**src/design/bcv_pkg.sv**
```systemverilog
// shared constants, types and helpers for the block chain validator
package bcv_pkg;

    localparam int HEADER_BYTES = 16;
    localparam int MAX_PADS     = 2;
    localparam int OFFSET_BITS  = 48;

    localparam int LIMIT_W  = 17;
    localparam int SIZE_W   = 31;
    localparam int WORD_W   = 32;
    localparam int STATUS_W = 4;
    localparam int IDX_W    = 4;
    localparam int PADS_W   = 2;
    localparam int CFG_IDX_W  = 8;
    localparam int CFG_DATA_W = 48;
    localparam int M_DATA_W   = 168;

    localparam logic [LIMIT_W-1:0] BLOCK_LIMIT_RESET = LIMIT_W'(100000);
    localparam logic [7:0] PAD_VALUE = 8'h6b;
    localparam logic [WORD_W-1:0] ORIG_CAP = 32'h7fffffff;
    localparam logic [WORD_W-1:0] DECL_CAP = 32'h7ffffffd;
    localparam logic [IDX_W-1:0] HDR_LAST = IDX_W'(HEADER_BYTES - 1);
    localparam logic [PADS_W-1:0] PAD_MAX = PADS_W'(MAX_PADS);

    // configuration register indexes
    localparam logic [CFG_IDX_W-1:0] CFG_BLOCK_LIMIT = 8'd0;
    localparam logic [CFG_IDX_W-1:0] CFG_BASE_OFFSET = 8'd1;

    // result kinds
    localparam logic KIND_DESC    = 1'b0;
    localparam logic KIND_VERDICT = 1'b1;

    // status codes
    localparam logic [STATUS_W-1:0] ST_OK     = 4'd0;
    localparam logic [STATUS_W-1:0] ST_MAGIC  = 4'd1;
    localparam logic [STATUS_W-1:0] ST_ALIGN  = 4'd2;
    localparam logic [STATUS_W-1:0] ST_ZERO   = 4'd3;
    localparam logic [STATUS_W-1:0] ST_LARGE  = 4'd4;
    localparam logic [STATUS_W-1:0] ST_SUM    = 4'd5;
    localparam logic [STATUS_W-1:0] ST_MARKER = 4'd6;
    localparam logic [STATUS_W-1:0] ST_TRUNC  = 4'd7;
    localparam logic [STATUS_W-1:0] ST_MANY   = 4'd8;

    typedef struct packed {
        logic                   kind;
        logic                   last;
        logic [STATUS_W-1:0]    status;
        logic [WORD_W-1:0]      sum_field;
        logic [SIZE_W-1:0]      payload_size;
        logic [SIZE_W-1:0]      original_size;
        logic [OFFSET_BITS-1:0] block_offset;
        logic [LIMIT_W-1:0]     block_number;
    } result_t;

    function automatic logic [7:0] magic_byte(input logic [1:0] idx);
        logic [7:0] b;
        case (idx)
            2'd0:    b = 8'h4d;
            2'd1:    b = 8'h49;
            2'd2:    b = 8'h31;
            default: b = 8'h30;
        endcase
        return b;
    endfunction

endpackage

```
**src/design/block_chain_validator.sv**
```systemverilog
// block chain validator top level: byte stream in, descriptors and verdict out
//
// Usage:
//   s_tvalid/s_tready/s_tdata/s_tlast carry the container, one byte per
//   transaction (s_tdata[7:0] = data_byte, s_tlast = end_of_input).
//   m_* carries results: a descriptor at each good marker byte and one
//   verdict on the final byte (m_tuser = result_kind, m_tlast = last_result).
//   cfg_valid/cfg_ready/cfg_index/cfg_data write block_limit (index 0) and
//   base_offset (index 1); cfg_ready is always high.
// Throughput: one byte per cycle; the header checks, counters and the
//   checksum bound (original*255 as a shift and subtract) settle in the
//   cycle the byte is accepted.
// Output: each result is written into the output buffer on the edge that accepts its byte.
// Stall: results go through a two-entry output buffer, so bytes keep flowing
//   while one result waits; s_tready drops only when both entries are full.
// Reset: aresetn clears the chain state and output buffer, sets block_limit
//   to 100000 and base_offset to 0. After each verdict the chain state
//   clears and the next container may follow directly.
module block_chain_validator (
    input  logic                          aclk,
    input  logic                          aresetn,
    input  logic                          s_tvalid,
    output logic                          s_tready,
    input  logic [7:0]                    s_tdata,    // data_byte[7:0]
    input  logic                          s_tlast,
    output logic                          m_tvalid,
    input  logic                          m_tready,
    // block_number[16:0], block_offset[64:17], original_size[95:65],
    // payload_size[126:96], sum_field[158:127], status[162:159], zero[167:163]
    output logic [bcv_pkg::M_DATA_W-1:0]  m_tdata,
    output logic                          m_tuser,    // result_kind[0]
    output logic                          m_tlast,
    input  logic                          cfg_valid,
    output logic                          cfg_ready,
    input  logic [bcv_pkg::CFG_IDX_W-1:0] cfg_index,
    input  logic [bcv_pkg::CFG_DATA_W-1:0] cfg_data
);

    typedef enum logic [2:0] {
        PH_HEADER,
        PH_MARKER,
        PH_PAYLOAD,
        PH_GAP,
        PH_SINK
    } phase_t;

    localparam int OB = bcv_pkg::OFFSET_BITS;
    localparam int WW = bcv_pkg::WORD_W;
    localparam int LW = bcv_pkg::LIMIT_W;
    localparam int SW = bcv_pkg::STATUS_W;
    localparam int IW = bcv_pkg::IDX_W;
    localparam int PW = bcv_pkg::PADS_W;
    localparam int ZW = bcv_pkg::SIZE_W;

    // configuration
    logic [LW-1:0] block_limit_reg;
    logic [OB-1:0] base_offset_reg;

    // chain state
    phase_t        phase_reg, phase_next;
    logic [OB-1:0] pos_reg, pos_next;
    logic [IW-1:0] hidx_reg, hidx_next;
    logic [OB-1:0] hstart_reg, hstart_next;
    logic [WW-1:0] hsum_reg, hsum_next;
    logic [WW-1:0] horig_reg, horig_next;
    logic [WW-1:0] hdecl_reg, hdecl_next;
    logic [WW-1:0] left_reg, left_next;
    logic [PW-1:0] pads_reg, pads_next;
    logic [LW-1:0] blocks_reg, blocks_next;
    logic [SW-1:0] ferr_reg, ferr_next;

    // output buffer
    bcv_pkg::result_t q0_reg, q1_reg;
    logic             q0v_reg, q1v_reg;

    logic             in_acc, out_pop, push;
    logic             emit_desc, begin_hdr, do_hdr;
    logic [IW-1:0]    idx_cur;
    logic [WW-1:0]    sum_cur, orig_cur, decl_cur;
    logic [WW+7:0]    sum_bound;
    logic [SW-1:0]    v_status;
    logic [LW-1:0]    v_count;
    bcv_pkg::result_t res;

    assign cfg_ready = 1'b1;
    assign s_tready  = !q1v_reg;
    assign in_acc    = s_tvalid && s_tready;
    assign out_pop   = q0v_reg && m_tready;

    // checksum bound from the fully held uncompressed size
    assign sum_bound = {horig_reg, 8'h00} - {8'h00, horig_reg};

    always_comb begin
        phase_next  = phase_reg;
        pos_next    = pos_reg + OB'(1);
        hidx_next   = hidx_reg;
        hstart_next = hstart_reg;
        hsum_next   = hsum_reg;
        horig_next  = horig_reg;
        hdecl_next  = hdecl_reg;
        left_next   = left_reg;
        pads_next   = pads_reg;
        blocks_next = blocks_reg;
        ferr_next   = ferr_reg;
        emit_desc   = 1'b0;
        begin_hdr   = 1'b0;
        do_hdr      = 1'b0;

        case (phase_reg)
            PH_HEADER: begin
                if (hidx_reg == '0) begin
                    begin_hdr = 1'b1;
                end else begin
                    do_hdr = 1'b1;
                end
            end
            PH_MARKER: begin
                if (s_tdata != 8'h00) begin
                    ferr_next  = bcv_pkg::ST_MARKER;
                    phase_next = PH_SINK;
                end else begin
                    blocks_next = blocks_reg + LW'(1);
                    left_next   = hdecl_reg + WW'(1);
                    phase_next  = PH_PAYLOAD;
                    emit_desc   = 1'b1;
                end
            end
            PH_PAYLOAD: begin
                left_next = left_reg - WW'(1);
                if (left_reg == WW'(1)) begin
                    phase_next = PH_GAP;
                    pads_next  = '0;
                end
            end
            PH_GAP: begin
                if (s_tdata == bcv_pkg::PAD_VALUE && pads_reg < bcv_pkg::PAD_MAX) begin
                    pads_next = pads_reg + PW'(1);
                end else begin
                    begin_hdr = 1'b1;
                end
            end
            default: begin
            end
        endcase

        idx_cur  = begin_hdr ? '0 : hidx_reg;
        sum_cur  = begin_hdr ? '0 : hsum_reg;
        orig_cur = begin_hdr ? '0 : horig_reg;
        decl_cur = begin_hdr ? '0 : hdecl_reg;

        if (begin_hdr) begin
            phase_next  = PH_HEADER;
            hidx_next   = '0;
            hstart_next = pos_reg;
            hsum_next   = '0;
            horig_next  = '0;
            hdecl_next  = '0;
            if (pos_reg[0]) begin
                ferr_next  = bcv_pkg::ST_ALIGN;
                phase_next = PH_SINK;
            end else if (blocks_reg >= block_limit_reg) begin
                ferr_next  = bcv_pkg::ST_MANY;
                phase_next = PH_SINK;
            end else begin
                do_hdr = 1'b1;
            end
        end

        if (do_hdr) begin
            if (idx_cur < IW'(4) && s_tdata != bcv_pkg::magic_byte(idx_cur[1:0])) begin
                ferr_next  = bcv_pkg::ST_MAGIC;
                phase_next = PH_SINK;
            end else begin
                if (idx_cur >= IW'(4) && idx_cur < IW'(8)) begin
                    sum_cur = {sum_cur[WW-9:0], s_tdata};
                end else if (idx_cur >= IW'(8) && idx_cur < IW'(12)) begin
                    orig_cur = {orig_cur[WW-9:0], s_tdata};
                end else if (idx_cur >= IW'(12)) begin
                    decl_cur = {decl_cur[WW-9:0], s_tdata};
                end
                hsum_next  = sum_cur;
                horig_next = orig_cur;
                hdecl_next = decl_cur;
                hidx_next  = idx_cur + IW'(1);
                if (idx_cur == bcv_pkg::HDR_LAST) begin
                    if (orig_cur == '0 || decl_cur == '0) begin
                        ferr_next  = bcv_pkg::ST_ZERO;
                        phase_next = PH_SINK;
                    end else if (orig_cur > bcv_pkg::ORIG_CAP ||
                                 decl_cur > bcv_pkg::DECL_CAP) begin
                        ferr_next  = bcv_pkg::ST_LARGE;
                        phase_next = PH_SINK;
                    end else if ({8'h00, sum_cur} > sum_bound) begin
                        ferr_next  = bcv_pkg::ST_SUM;
                        phase_next = PH_SINK;
                    end else begin
                        phase_next = PH_MARKER;
                    end
                end
            end
        end

        // verdict from the state after this byte
        v_status = ferr_next;
        v_count  = blocks_next;
        if (ferr_next == bcv_pkg::ST_OK) begin
            if (phase_next == PH_PAYLOAD) begin
                v_status = bcv_pkg::ST_TRUNC;
                v_count  = blocks_next - LW'(1);
            end else if (phase_next != PH_GAP) begin
                v_status = bcv_pkg::ST_TRUNC;
            end
        end

        if (s_tlast) begin
            res.kind          = bcv_pkg::KIND_VERDICT;
            res.last          = 1'b1;
            res.status        = v_status;
            res.sum_field     = '0;
            res.payload_size  = '0;
            res.original_size = '0;
            res.block_offset  = '0;
            res.block_number  = v_count;
        end else begin
            res.kind          = bcv_pkg::KIND_DESC;
            res.last          = 1'b0;
            res.status        = bcv_pkg::ST_OK;
            res.sum_field     = hsum_reg;
            res.payload_size  = hdecl_reg[ZW-1:0] + ZW'(2);
            res.original_size = horig_reg[ZW-1:0];
            res.block_offset  = base_offset_reg + hstart_reg;
            res.block_number  = blocks_next;
        end

        // chain clears after the verdict
        if (s_tlast) begin
            phase_next  = PH_HEADER;
            pos_next    = '0;
            hidx_next   = '0;
            hstart_next = '0;
            hsum_next   = '0;
            horig_next  = '0;
            hdecl_next  = '0;
            left_next   = '0;
            pads_next   = '0;
            blocks_next = '0;
            ferr_next   = bcv_pkg::ST_OK;
        end
    end

    assign push = in_acc && (s_tlast || emit_desc);

    always_ff @(posedge aclk) begin
        if (!aresetn) begin
            block_limit_reg <= bcv_pkg::BLOCK_LIMIT_RESET;
            base_offset_reg <= '0;
        end else if (cfg_valid && cfg_ready) begin
            if (cfg_index == bcv_pkg::CFG_BLOCK_LIMIT) begin
                block_limit_reg <= cfg_data[LW-1:0];
            end else if (cfg_index == bcv_pkg::CFG_BASE_OFFSET) begin
                base_offset_reg <= cfg_data[OB-1:0];
            end
        end
    end

    always_ff @(posedge aclk) begin
        if (!aresetn) begin
            phase_reg  <= PH_HEADER;
            pos_reg    <= '0;
            hidx_reg   <= '0;
            hstart_reg <= '0;
            hsum_reg   <= '0;
            horig_reg  <= '0;
            hdecl_reg  <= '0;
            left_reg   <= '0;
            pads_reg   <= '0;
            blocks_reg <= '0;
            ferr_reg   <= bcv_pkg::ST_OK;
        end else if (in_acc) begin
            phase_reg  <= phase_next;
            pos_reg    <= pos_next;
            hidx_reg   <= hidx_next;
            hstart_reg <= hstart_next;
            hsum_reg   <= hsum_next;
            horig_reg  <= horig_next;
            hdecl_reg  <= hdecl_next;
            left_reg   <= left_next;
            pads_reg   <= pads_next;
            blocks_reg <= blocks_next;
            ferr_reg   <= ferr_next;
        end
    end

    // two-entry output buffer, q0 is the head
    always_ff @(posedge aclk) begin
        if (!aresetn) begin
            q0v_reg <= 1'b0;
            q1v_reg <= 1'b0;
        end else begin
            if (out_pop && push) begin
                if (q1v_reg) begin
                    q0_reg <= q1_reg;
                    q1_reg <= res;
                end else begin
                    q0_reg <= res;
                end
            end else if (out_pop) begin
                q0_reg  <= q1_reg;
                q0v_reg <= q1v_reg;
                q1v_reg <= 1'b0;
            end else if (push) begin
                if (!q0v_reg) begin
                    q0_reg  <= res;
                    q0v_reg <= 1'b1;
                end else begin
                    q1_reg  <= res;
                    q1v_reg <= 1'b1;
                end
            end
        end
    end

    assign m_tvalid = q0v_reg;
    assign m_tuser  = q0_reg.kind;
    assign m_tlast  = q0_reg.last;
    assign m_tdata  = {5'b00000, q0_reg.status, q0_reg.sum_field, q0_reg.payload_size,
                       q0_reg.original_size, q0_reg.block_offset, q0_reg.block_number};

endmodule

```
**config.mk**
```make
export PLATFORM = sky130hd
export DESIGN_NAME = block_chain_validator
export DESIGN_NICKNAME = d
export VERILOG_FILES = /design/src/design/bcv_pkg.sv /design/src/design/block_chain_validator.sv
export SDC_FILE = /design/constraint.sdc
export NUM_CORES = 2
export LEC_CHECK = 0
export ABC_CLOCK_PERIOD_IN_PS = 21200
export BUFFER_PORTS_ARGS = -buffer_cell sky130_fd_sc_hd__buf_4
export CORE_AREA = 2 2 299 301
export CTS_BUF_LIST = sky130_fd_sc_hd__clkbuf_16
export CTS_CLUSTER_DIAMETER = 60
export DETAILED_ROUTE_END_ITERATION = 7
export DIE_AREA = 0 0 301 303
export PLACE_DENSITY_LB_ADDON = 0.2
export SLEW_MARGIN = 40
export SYNTH_ARGS = -nofsm -noshare
export SYNTH_HDL_FRONTEND = slang
export SYNTH_SLANG_ARGS = --single-unit
```
**constraint.sdc**
```tcl
create_clock -name aclk -period 21.2 [get_ports aclk]
set_input_delay 3.18 -clock aclk [delete_from_list [all_inputs] [get_ports aclk]]
set_output_delay 3.18 -clock aclk [all_outputs]
set_load 0.005 [all_outputs]
```
==> run metrics <==
total number of placement rows 109; final-stage net count 4,134; Crit Path Class input port to flop; Layout area overhead 14.8%; via count of the first global-routing pass 26,884; top_reg_cell synth edfxtp_1; Resized Gates After CTS 0; global router's overall resource usage 21.4%; CP Cell Sequence buf_4 -> or4b_1 -> o21ai_1 -> and2_2 -> nand2_1 -> nor2_4 -> buf_4 -> o21ai_0 -> ha_1 -> nand4_1 -> or2_2 -> a2111oi_0 -> nand4_1 -> a2111oi_1 -> nand4_1 -> o31ai_1 -> and2_1 -> a41oi_1 -> o31ai_1; clock transition at the register clock pins on the worst setup and hold paths after CTS 0.06 ns; headroom to the max-slew limit 47.1%; asr flop ratio synth 0%; CTS root buf clkbuf_16; cts bufs inserted 78; number of flops mapped to enable cells by yosys 328; share of synthesized area occupied by flip-flops and latches 46.5%; Critical Path AT 9.22 ns; Final setup viols 0; Clock Latency Late Sink 0.63 ns; Die Footprint 0.0912 mm^2; vias after detailed routing 28,093; clock period minus final worst setup slack 8.77 ns; top cells by area in the synthesized netlist edfxtp_1 28%, dfxtp_1 18%, nand2_1 7.4%; cell occurring most often along the worst timing path nand4_1; master of the slowest instance on the critical path and2_1; half-perimeter wire length of the detailed placement result 68.8 mm; Synth Cell Area 0.0350 mm^2; initial core utilization 39.8%; count of port buffers added during placement 236; die span in y 303 um; area taken by flip-flops and latches 0.0163 mm^2; leakage power figure 15.1 nW; top cell type's share of synthesized area 28.1%; data required time of the worst path 21.64 ns; Setup crit end kind flop; final standard cell area without fillers 0.0402 mm^2; GRT Max-Usage Layer met2; kind of path behind the tightest hold check flop to flop; Post-CTS Hold Buffers 0; longest individual stage delay on the worst path 0.68 ns; final RePlAce weighted congestion 0.911; critical path startpoint category input port; setup repair after global routing missed its margin false; #FFs+latches synth 649; post-route setup slack 12.43 ns; average footprint of a synthesized cell 9.15 um^2; status complete, no violations; global-route met2 utilization 34.7%; most frequent standard cell in the layout excluding fill and tap cells nand2_1; hold_ws 0.468 ns; fill cell count 8,546; wirelength, routed 99.7 mm; TritonCTS clock tree done; number of endpoints with negative hold slack in the final report 0; count of different cell masters after synthesis 86; post-detailed-route DRC marker count 0; post-route ant nets 0; worst slack at placement 11.84 ns; largest driver fanout on the critical path 64; IO Pins 243; overflow left after global routing 0; top achievable clock speed 114 MHz; met3 Use GR 4.17%; antenna violations before repair 4; number of DRC violations after detailed-routing iteration 0 2,246; wire length of the first global-routing pass 155 mm; synthesized netlist cell count 3,824; number of H-tree branching levels 3; max-slew violations 0; buffers from clock root to sink, at most 3; clock tree sinks 649; worst-margin pin slew 0.786 ns; Pwr Density 69.4 mW/mm^2; synthesis warning total 0; top library cells by usage in the layout, fill and taps aside 684 x nand2_1, 328 x edfxtp_1, 321 x dfxtp_1, 269 x nor2_1, 266 x buf_4; area of the multi-input gates 0.0176 mm^2; detailed-router iteration count before antenna repair 6; CP Buf/Inv Count 2; final worst path period share 41.4%; core region area 0.0880 mm^2; placed inst area 0.0377 mm^2; skew final 0.0333 ns; fraction of final layout cells sized beyond drive strength 1 12.3%; IR Drop Worst-Case VDD 50.5 uV; Horiz. Die Dim 301 um; max_cap viols 0; Via density 5.45; utilization after layout 45.7%; pin count of the biggest net entering global routing 105; final setup TNS 0 ns; flip-flop count of the largest register, all copies and words added 164; Top delay family on crit path simple AND/OR/NAND/NOR gates; met1 capacity usage during global routing 28.9%; number of post-CTS setup repair buffers 0; dominant cell type by area after synthesis edfxtp_1; Routed WL per cell 19.3 um
==> where the power goes <==
| part | internal [mW] | switching, mW | total [mW] |
|---|---|---|---|
| Combinational | 0.0567 | 0.0998 | 0.157 |
| Sequential | 1.34 | 0.00877 | 1.35 |
| Clock | 0.728 | 0.553 | 1.28 |
| Total | 2.13 | 0.661 | 2.79 |
==> worst min-delay path, stage by stage (launching register included) <==
cell      delay [ns]
dfxtp_1         0.31
nand2_1         0.05
a21boi_0        0.06
==> cell families after synthesis <==
logic type | Yosys count | synth area share [%]
compound gates | 818 | 15.8
xor+xnor | 209 | 5.23
fa+ha+maj | 134 | 4.81
buf+inv | 335 | 3.75
flops | 649 | 46.5
mux | 62 | 1.94
other cells | 2 | 0.0215
simple gates | 1615 | 21.9
==> metal layers <==
metal  wire, um  share of wire (%)  vias up
li1           -                  -    13837
met1      45800                 46    13320
met2      45500                 46      779
met3       6020                6.0      153
met4       2340                2.3        4
met5         29              0.029        -
==> cells in the mapped netlist, types with 5 or more instances <==
library cell / n
nand2_1: 688
edfxtp_1: 328
dfxtp_1: 321
nor2_1: 272
nor2b_1: 218
clkbuf_1: 217
o21ai_0: 157
ha_1: 133
a21oi_1: 131
a22oi_1: 126
xor2_1: 122
a21boi_0: 112
xnor2_1: 87
inv_1: 81
nor3_1: 79
nand3_1: 71
o211ai_1: 67
nand4_1: 58
mux2_2: 47
o31ai_1: 46
nor4_1: 44
and3_1: 39
a21o_1: 32
and2_1: 32
or3_1: 30
a211oi_1: 26
nand2b_1: 19
buf_1: 16
o21a_1: 16
a31oi_1: 15
mux2i_1: 15
and4_1: 12
or2_2: 12
buf_2: 11
or4_1: 10
a2111oi_0: 7
buf_4: 7
a32oi_1: 6
o21ai_1: 6
o21bai_1: 6
a221oi_1: 5
nor4_2: 5
o31a_1: 5
o41ai_1: 5
==> through the flow <==
stage          cells  total power, mW
2_1_floorplan   3828             1.46
3_3_place_gp    5012             1.53
3_5_place_dp    5015             1.54
4_1_cts         5156             2.82
5_1_grt         5157             2.89
6_report        5157             2.79
==> area by class of cell <==
| type | count | area share, % |
|---|---|---|
| sequential | 649 | 40.5 |
| clock buffer | 80 | 4.98 |
| antenna | 1 | 0.00623 |
| multi-input combinational | 2844 | 43.7 |
| timing repair buffer | 276 | 5.33 |
| inverter | 81 | 0.757 |
| tap | 1165 | 3.63 |
| clock inverter | 61 | 1.04 |
==> worst paths after layout <==
kind,depth (start not counted),slack (ns),endpoint,from
worst max-delay path,19,12.43,m_tdata[3],s_tdata[2]
worst min-delay path,2,0.47,ferr_reg[3],ferr_reg[3]
worst max register to register,21,14.05,m_tdata[3],horig_reg[4]
worst min register to register,2,0.47,ferr_reg[3],ferr_reg[3]
Power figures use the tool's default switching activity.
